[src/hdl/lmd_pkg.sv]
`timescale 1ns / 1ps
// ----------------------------------------------------------------------------
// lmd_pkg: shared types and constants of the line multiset difference unit
// Beat formats, function and result codes, and the key helpers.
// ----------------------------------------------------------------------------
package lmd_pkg;

	localparam int KEY_BYTES       = 40;
	localparam int KEY_W           = KEY_BYTES * 8;
	localparam int LINE_W          = 16;
	localparam int TABLE_DEPTH_DEF = 64;

	localparam logic [LINE_W-1:0] LINE_MAX = '1;

	// function codes of an input beat
	localparam logic [1:0] FUNC_LOAD   = 2'd0;
	localparam logic [1:0] FUNC_PROBE  = 2'd1;
	localparam logic [1:0] FUNC_REPORT = 2'd2;

	// result kinds
	localparam logic [2:0] KIND_LOADED      = 3'd0;
	localparam logic [2:0] KIND_OVERFLOW    = 3'd1;
	localparam logic [2:0] KIND_PROBE_MATCH = 3'd2;
	localparam logic [2:0] KIND_PROBE_UNIQ  = 3'd3;
	localparam logic [2:0] KIND_REF_UNMATCH = 3'd4;
	localparam logic [2:0] KIND_REF_MATCH   = 3'd5;

	typedef logic [KEY_W-1:0] key_t;
	typedef logic [KEY_BYTES-1:0] byte_mask_t;

	typedef struct packed {
		logic [1:0]  func;
		logic [63:0] key_word_0;
		logic [63:0] key_word_1;
		logic [63:0] key_word_2;
		logic [63:0] key_word_3;
		logic [63:0] key_word_4;
	} in_item_t;

	typedef struct packed {
		logic [2:0]        kind;
		logic [LINE_W-1:0] line_number;
		logic              last;
	} out_item_t;

	typedef enum logic [1:0] {
		S_IDLE,
		S_LOAD,
		S_PROBE,
		S_REPORT
	} state_t;

	// Byte positions up to and including the first zero byte of a key;
	// bytes past the string end take no part in the compare.
	function automatic byte_mask_t care_mask(input key_t key);
		logic       seen_zero;
		byte_mask_t mask;
		seen_zero = 1'b0;
		for (int i = 0; i < KEY_BYTES; i++) begin
			mask[i]   = !seen_zero;
			seen_zero = seen_zero | (key[8*i +: 8] == 8'h00);
		end
		return mask;
	endfunction

endpackage

[src/hdl/lmd_key_cmp.sv]
`timescale 1ns / 1ps
// ----------------------------------------------------------------------------
// lmd_key_cmp: string compare of a probe key against one stored key
// Bytes are compared in parallel; only bytes under the probe's care mask
// (up to its terminating zero) must agree.
// ----------------------------------------------------------------------------
module lmd_key_cmp (
	input  lmd_pkg::key_t       probe_key,
	input  lmd_pkg::key_t       stored_key,
	input  lmd_pkg::byte_mask_t care,
	output logic                match
);
	import lmd_pkg::*;

	byte_mask_t byte_eq;

	// per-byte equality
	always_comb begin
		for (int i = 0; i < KEY_BYTES; i++) begin
			byte_eq[i] = probe_key[8*i +: 8] == stored_key[8*i +: 8];
		end
	end

	// equal where every cared-for byte agrees
	assign match = &(byte_eq | ~care);

endmodule

[config.mk]
export PLATFORM = sky130hd
export DESIGN_NAME = lmd_key_cmp
export DESIGN_NICKNAME = d
export VERILOG_FILES = /design/src/hdl/lmd_pkg.sv /design/src/hdl/lmd_key_cmp.sv
export SDC_FILE = /design/constraint.sdc
export NUM_CORES = 1
export LEC_CHECK = 0
export ABC_AREA = 1
export BUFFER_PORTS_ARGS = -buffer_cell sky130_fd_sc_hd__buf_2
export CAP_MARGIN = 30
export CORE_AREA = 2 2 263 265
export DETAILED_ROUTE_END_ITERATION = 7
export DIE_AREA = 0 0 265 267
export SLEW_MARGIN = 20
export SYNTH_ARGS = -nofsm -noshare
export SYNTH_HDL_FRONTEND = slang
export SYNTH_SLANG_ARGS = --single-unit
[constraint.sdc]
create_clock -name vclk -period 0.8
set_input_delay 0.04 -clock vclk [all_inputs]
set_output_delay 0.04 -clock vclk [all_outputs]
set_load 0.02 [all_outputs]
==> metrics, run 1 <==
WL met3=about 4.4 mm; share of cells above drive strength 1=about half; Initial DRT Pass Iterations=6; routed vias=roughly 8000; post-DR vias/cell=between 3 and 4; register area share after synthesis=0%; Setup crit end kind=output port; Least-Margin Pin Slew=just under 0.3 ns; top post-synthesis cells by area=xnor2_1 (44%), nand2_1 (28%), inv_1 (10%); vias in the first global route=roughly 7400; Residual DRC=0; Hold Buf Count CTS=0; PD cells=between 400 and 500 nW/um^2; wire per inst=18.91 um; placed cells=about 2500; crit path max fanout=1; Netlist cell types=12; dominant cell type by area after synthesis=xnor2_1; die area=roughly 71000 um^2; Die Y=roughly 270 um; Synthesized Nets=~1600; WP data required=0.76 ns; GRT overflow=0; crit path time final=1.615 ns; clock buf count=0; Max Slew Vio Count=0; post-route ant nets=0; initial antenna violation count=100; area fraction of the dominant cell type after synthesis=between 40% and 50%; GPL Wtd Cong=roughly 0.94; count leader, synth=nand2_1; register area=0 um^2; crit path kind=in -> out; Final #Nets=2264; uppermost routed layer=met5; status=complete, but fails checks; Area Overhead vs Synth=105.0%; Starting Density=6.949%; Routed met2 length=between 20 and 25 mm; Hold Violations, Final=0; fin worst setup slack=-0.8152 ns; slew margin rel.=just over 80%; Max Cap Viol=0; io pins=681; Cell Count, Final, Fillers Out=about 2500; first-pass GRT wire length=58.50 mm; largest net degree at the start of global routing=3; Avg Cell Area, Syn=around 5.3 um^2; Post-DP HPWL=about 46 mm; Mapped Area=roughly 4700 um^2; row cnt=96; Crit path arrival time=1.58 ns; YS warnings=0; final wirelength=around 47 mm; setup violators final=1; Startpoint Class=input port; Design Area, Final=9686 um^2; GRT Total Usage=between 10% and 20%; top cells by count, synth=nand2_1 (349), xnor2_1 (240), inv_1 (126); Post-CTS Setup Inserts=0; failing checks=negative setup slack; Final Hold Slack=about 0.62 ns; RSZ-0062 raised after global routing=true; Port Buffers=681; FFs & Latches=0; Mapped Cells=roughly 890; Die Width=between 200 and 300 um; IR drop worst, VDD=approximately 0.18 mV; DP Area=9346 um^2; period utilization=201.9%; Pleak=just over 5 nW; min-delay worst type=in -> out; WL met1=about 16 mm; core area=slightly below 70000 um^2; first-iteration detailed-routing DRC count=roughly 180; fmax=around 620 MHz
[routing by layer]
metal	vias up	GRT usage [%]
li1	4031	-
met1	3196	12.19
met2	570	24.52
met3	198	4.096
met4	44	3.191
met5	-	0
[cells in the final DEF, fill, tap and decap left out]
| master | instances |
|---|---|
| xnor2_2 | 12 |
| nor2_2 | 5 |
| nand3_1 | 26 |
| buf_8 | 1 |
| nand2_2 | 16 |
| nand3_2 | 1 |
| o21ai_1 | 1 |
| buf_4 | 7 |
| or2_0 | 1 |
| xor2_1 | 2 |
| inv_2 | 1 |
| nand2_4 | 1 |
| buf_6 | 8 |
| inv_1 | 125 |
| buf_2 | 673 |
| o22ai_1 | 1 |
| nand4_1 | 16 |
| o21ai_0 | 4 |
| nand2_8 | 1 |
| nor2_4 | 9 |
| nand2_1 | 331 |
| xnor2_1 | 226 |
| xnor2_4 | 2 |
| diode_2 | 22 |
| a22oi_1 | 1 |
| nor2_1 | 82 |
| or2_2 | 29 |
[cells by family after synthesis]
logic type | after synthesis | share of synthesized area [%]
compound gates | 7 | 0.8210
simple gates | 518 | 44.31
buf+inv | 126 | 10.01
xor+xnor | 242 | 44.86
[final timing paths]
check                            from  endpoint  depth (start not counted)
worst max-delay path  stored_key[138]     match                         13
worst min-delay path         care[19]     match                          7
[critical path, cell delays in order]
cell and delay (ns):
buf_2 0.10, xnor2_1 0.27, nand2_1 0.17, nor2_1 0.12, nand2_1 0.06, nand2_1 0.11
nand2_1 0.10, inv_1 0.07, nand2_1 0.08, nor2_4 0.16, nand2_8 0.07, nor2_4 0.08
buf_6 0.12
[through the flow]
step	worst slack [ns]	utilization [%]	setup TNS (ns)	total power, mW
2_1_floorplan	-0.1415	-	-0.1415	1.889
3_3_place_gp	-1.497	13.75	-1.497	4.250
3_5_place_dp	-1.491	13.75	-1.491	4.316
4_1_cts	-0.9217	13.84	-0.9217	4.375
5_1_grt	-0.9144	14.21	-0.9144	4.930
6_report	-0.8152	14.25	-0.8152	4.439
[power by group]
part | internal (mW) | total [mW] | switching (mW)
logic | 2.52 | 4.44 | 1.92
registers | 0 | 0 | 0
clock network | 0.00000370 | 0.00000370 | 0
total | 2.52 | 4.44 | 1.92
[cell type report]
class	count	area [um^2]
multi-input cells	767	4528
diodes	22	55.05
well taps	882	1104
repair buffers	689	3526
fillers	7972	58300
inverters	126	473.0
[repair_timing]
action	in CTS	in global routing
pin swaps	26	45
setup endpoints to repair	1	1
resized for setup	29	43
cloned	0	0
(Power assumes the default switching activity.)
==> run 2: changes to the inputs <==
- CELL_PAD_IN_SITES_DETAIL_PLACEMENT: not set -> 1
- CELL_PAD_IN_SITES_GLOBAL_PLACEMENT: not set -> 1
- CORE_AREA: 2 2 263 265 -> 2 2 264 266
- DIE_AREA: 0 0 265 267 -> 0 0 266 268
- PLACE_DENSITY_LB_ADDON: not set -> 0.1
==> run 2 against run 1 <==
Net effect:
- the flow still finishes with violations (negative setup slack)
- via count shrank 2.2%
- die area increased by 0.75%
- flip-flop and latch count unchanged
- sequential share of layout area did not move
- global-route usage down 2.2 points
- core utilization about the same
- first-iteration DRC count down 53%
- wire length decreased by 17%
- count of clock-buffer cells in the layout stayed put
- combinational power increased by 2%
- power up 2.6%
- non-clock buffer count stayed put
==> metrics, run 2 (synthesis results as in run 1) <==
Setup crit end kind=output port (unchanged); sequential share of power=0% (about the same); Crit path arrival time=1.44 ns (was 1.58 ns); crit path kind=in -> out (unchanged); io pins=681 (unchanged); clock buf count=0 (unchanged); GRT Total Usage=10.16% (was 12.38%); largest net degree at the start of global routing=3 (unchanged); crit path time final=1.475 ns (was 1.615 ns); crit path max fanout=1 (unchanged); Final #Nets=2264 (unchanged); share of cells above drive strength 1=49.49% (was 48.42%); IR drop worst, VDD=0.1433 mV (was 0.1848 mV); Die Width=266 um (was 265 um); setup violators final=1 (unchanged); FFs & Latches=0 (unchanged); initial antenna violation count=51 (was 100); Residual DRC=0 (unchanged); row cnt=96 (unchanged); WP data required=0.76 ns (about the same); post-place setup slack=-1.174 ns (was -1.491 ns); GPL Wtd Cong=0.7599 (was 0.9419); Die Y=268 um (was 267 um); Clk pwr share=0% (about the same); post-DR vias/cell=3.176 (was 3.234); first-iteration detailed-routing DRC count=85 (was 179); first-pass GRT wire length=53.05 mm (was 58.50 mm); Max Cap Viol=0 (unchanged); routed vias=7866 (was 8039); register area=0 um^2 (unchanged); Post-CTS Setup Inserts=0 (unchanged); switching power=1.985 mW (was 1.917 mW); combinational power share=100.0% (about the same); DP Area=9319 um^2 (was 9346 um^2); min-delay worst type=in -> out (unchanged); Post-DP HPWL=38.30 mm (was 45.71 mm); GRT overflow=0 (unchanged); Hold Violations, Final=0 (unchanged); wire per inst=15.77 um (was 18.91 um); Initial DRT Pass Iterations=4 (was 6); slew margin rel.=83.79% (was 80.58%); PD cells=468.2 nW/um^2 (was 458.3 nW/um^2); Starting Density=6.925% (was 6.949%); die area=71290 um^2 (was 70760 um^2); final wirelength=39.07 mm (was 47.02 mm); Port Buffers=681 (unchanged); Final TNS setup=-0.6750 ns (was -0.8152 ns); RSZ-0062 raised after global routing=true (unchanged); Fill cells=8642 (was 7972); Final Util=14.26% (was 14.25%); Area Overhead vs Synth=105.9% (was 105.0%); cell internal pwr=2.569 mW (was 2.522 mW); core area=68230 um^2 (was 67990 um^2); Pleak=5.197 nW (was 5.130 nW); most frequent cells in the layout=buf_2 (674), nand2_1 (329), xnor2_1 (213) (was buf_2 (673), nand2_1 (331), xnor2_1 (226)); Hold Buf Count CTS=0 (unchanged); commonest non-fill, non-tap cell in the layout=buf_2 (unchanged); vias in the first global route=8669 (was 7412); Switching Fraction=43.59% (was 43.19%); Design Area, Final=9729 um^2 (was 9686 um^2); Max Slew Vio Count=0 (unchanged); period utilization=184.4% (was 201.9%); status=complete, but fails checks (unchanged); post-route ant nets=0 (unchanged); Startpoint Class=input port (unchanged); Least-Margin Pin Slew=0.2415 ns (was 0.2892 ns); fmax=677.9 MHz (was 619.1 MHz); fin worst setup slack=-0.6750 ns (was -0.8152 ns); failing checks=negative setup slack (unchanged)
-- run 2: layer usage --
layer  share of wire (%)  track usage, %  vias up
met3                  11           4.408       82
li1                    -               -     4018
met4                 1.0          0.8351       38
met1                  30           8.381     3288
met5                0.59               0        -
met2                  57           22.26      440
-- run 2: final cells by class --
type,count,area [um^2],area share [%]
timing repair buffer,689,3516,36.14
tap,882,1104,11.34
antenna,13,32.53,0.3344
multi-input combinational,767,4604,47.33
inverter,126,473.0,4.861
-- run 2: metrics by stage --
stage | hold slack [ns] | total power [mW] | cells
after floorplan | 0.3478 | 1.889 | 893
after global placement | 0.7313 | 4.410 | 2466
after detailed placement | 0.7316 | 4.463 | 2466
after CTS | 0.6792 | 4.560 | 2465
after global routing | 0.6751 | 5.139 | 2471
final | 0.6245 | 4.555 | 2477
-- run 2: timing repair --
item / 4_1_cts / 5_1_grt
setup endpoints to repair: 1 / 1
pin swaps: 19 / 38
gates resized for setup: 35 / 47
-- run 2: path summary, 6_finish.rpt --
kind | startpoint | to | slack [ns] | depth (start not counted)
worst max-delay path | stored_key[256] | match | -0.68 | 14
worst min-delay path | care[19] | match | 0.62 | 7
-- run 2: worst max-delay path, cell delays in order --
cell     delay [ns]
buf_2          0.10
xnor2_1        0.18
nand2_1        0.10
nor2_1         0.15
nand2_1        0.08
nand2_1        0.06
nand2_1        0.05
nor2_1         0.10
nand2_1        0.06
nor2_1         0.10
buf_4          0.15
nand2_4        0.05
nor2_4         0.08
buf_6          0.13
-- run 2: power groups by stage --
stage	logic [mW]	clock network, mW	registers (mW)
after floorplan	1.89	0	0
after CTS	4.56	0	0
after global placement	4.41	0	0
final	4.55	0.00000218	0
after global routing	5.14	0.00000117	0
after detailed placement	4.46	0	0
==> run 3: changes to the inputs <==
- SETUP_SLACK_MARGIN: not set -> 0.15
==> run 3 against run 2 <==
Net effect:
- the flow still finishes with violations (negative setup slack)
- highest routed layer unchanged
- core utilization increased by 0.13 points
- count of clock-buffer cells in the layout unchanged
- critical path depth unchanged
==> metrics, run 3 (synthesis results as in run 1) <==
WP data required=0.76 ns (about the same); min-delay worst type=in -> out (unchanged); fin worst setup slack=-0.6813 ns (was -0.6750 ns); CP cell instances=buf_2 -> xnor2_2 -> nand2_2 -> buf_6 -> nor2_2 -> nand2_1 -> nand2_1 -> nand2_1 -> inv_2 -> nand2_4 -> nor2_4 -> nand2_4 -> nor2_4 -> buf_6 (was buf_2 -> xnor2_1 -> nand2_1 -> nor2_1 -> nand2_1 -> nand2_1 -> nand2_1 -> nor2_1 -> nand2_1 -> nor2_1 -> buf_4 -> nand2_4 -> nor2_4 -> buf_6); register area=0 um^2 (unchanged); final wirelength=39.19 mm (was 39.07 mm); row cnt=96 (unchanged); fmax=675.1 MHz (was 677.9 MHz); sum of buffers and inverters on the critical path=4 (was 3); commonest non-fill, non-tap cell in the layout=buf_2 (unchanged); Post-DP HPWL=38.30 mm (unchanged); top cell family by delay on the critical path=simple AND/OR/NAND/NOR gates (unchanged); GPL Wtd Cong=0.7599 (unchanged); slew margin rel.=80.05% (was 83.79%); routed vias=7869 (was 7866); clock buf count=0 (unchanged); core area=68230 um^2 (unchanged); Most common cell on crit path=nand2_1 (unchanged); post-place setup slack=-1.174 ns (unchanged); PD cells=468.6 nW/um^2 (was 468.2 nW/um^2); Final #Nets=2266 (was 2264); Cell Count, Final, Fillers Out=2477 (unchanged); most frequent cells in the layout=buf_2 (668), nand2_1 (325), xnor2_1 (213) (was buf_2 (674), nand2_1 (329), xnor2_1 (213)); Hold Violations, Final=0 (unchanged); crit path kind=in -> out (unchanged); placed cells=2466 (unchanged); Crit path arrival time=1.44 ns (about the same); Max Cap Viol=0 (unchanged); Multi-input gate area=4626 um^2 (was 4604 um^2); first-pass GRT wire length=53.10 mm (was 53.05 mm); Setup crit end kind=output port (unchanged); initial antenna violation count=51 (unchanged); failing checks=negative setup slack (unchanged); FFs & Latches=0 (unchanged); Startpoint Class=input port (unchanged); share of cells above drive strength 1=50.06% (was 49.49%); IR drop worst, VDD=0.1433 mV (unchanged); Fill cells=8622 (was 8642); RSZ-0062 raised after global routing=true (unchanged); wire per inst=15.82 um (was 15.77 um); Final TNS setup=-0.6813 ns (was -0.6750 ns); first-iteration detailed-routing DRC count=85 (unchanged); DP Area=9319 um^2 (unchanged); Initial DRT Pass Iterations=4 (unchanged); Starting Density=6.925% (unchanged); Port Buffers=681 (unchanged); Area Overhead vs Synth=107.9% (was 105.9%); Worst path max stage delay=0.20 ns (was 0.18 ns); Max Slew Vio Count=0 (unchanged); GRT overflow=0 (unchanged); Hold Buf Count CTS=0 (unchanged); GRT Total Usage=10.17% (was 10.16%); Least-Margin Pin Slew=0.2971 ns (was 0.2415 ns); post-route ant nets=0 (unchanged); crit path max fanout=1 (unchanged); period utilization=185.2% (was 184.4%); slowest stage cell, crit path=xnor2_2 (was xnor2_1); Design Area, Final=9821 um^2 (was 9729 um^2); Die Y=268 um (unchanged); post-DR vias/cell=3.177 (was 3.176); Final Util=14.39% (was 14.26%); Residual DRC=0 (unchanged); setup violators final=1 (unchanged); Pleak=5.249 nW (was 5.197 nW); crit path time final=1.481 ns (was 1.475 ns); io pins=681 (unchanged); status=complete, but fails checks (unchanged); die area=71290 um^2 (unchanged); Die Width=266 um (unchanged); largest net degree at the start of global routing=3 (unchanged); vias in the first global route=8667 (was 8669); Post-CTS Setup Inserts=0 (unchanged)
[run 3: cell types whose count changed in the layout (fill, tap and decap cells not counted), moves of 2 or more]
cell	delta
diode_2	-2
buf_6	+6
nand2_2	+2
inv_1	-3
nand2_1	-4
inv_2	+3
nand2_4	+2
buf_2	-6
nor2_4	+2
buf_8	+3
[run 3: stage by stage]
| step | power, mW | hold WS (ns) |
|---|---|---|
| 4_1_cts | 4.596 | 0.6792 |
| 6_report | 4.602 | 0.6216 |
| 3_5_place_dp | 4.463 | 0.7316 |
| 3_3_place_gp | 4.410 | 0.7313 |
| 2_1_floorplan | 1.889 | 0.3478 |
| 5_1_grt | 5.190 | 0.6764 |
[run 3: path summary, 6_finish.rpt]
kind  slack [ns]  cells past startpoint       startpoint  endpoint
max        -0.68                     14  stored_key[137]     match
min         0.62                      7         care[19]     match
[run 3: layout make-up]
type / count / area share [%]
multi-input cells: 767 / 47.10
diodes: 11 / 0.2803
well taps: 882 / 11.24
repair buffers: 691 / 36.57
inverters: 126 / 4.816
[run 3: metal layers]
| metal | wire [um] | global-route usage, % |
|---|---|---|
| met1 | 11590 | 8.398 |
| met2 | 22590 | 22.26 |
| met3 | 4449 | 4.408 |
| met4 | 325 | 0.8351 |
| met5 | 230 | 0 |
[run 3: power by group]
| part | switching [mW] | internal, mW | leakage (nW) |
|---|---|---|---|
| sequential | 0 | 0 | 0 |
| combinational | 2.00 | 2.60 | 5.25 |
| clock | 0 | 0.00000185 | 0.0000697 |
| total | 2.00 | 2.60 | 5.25 |
[run 3: what timing repair did]
item	4_1_cts	5_1_grt
pin swaps	29	42
endpoints found under the setup margin	1	1
resized for setup	47	58
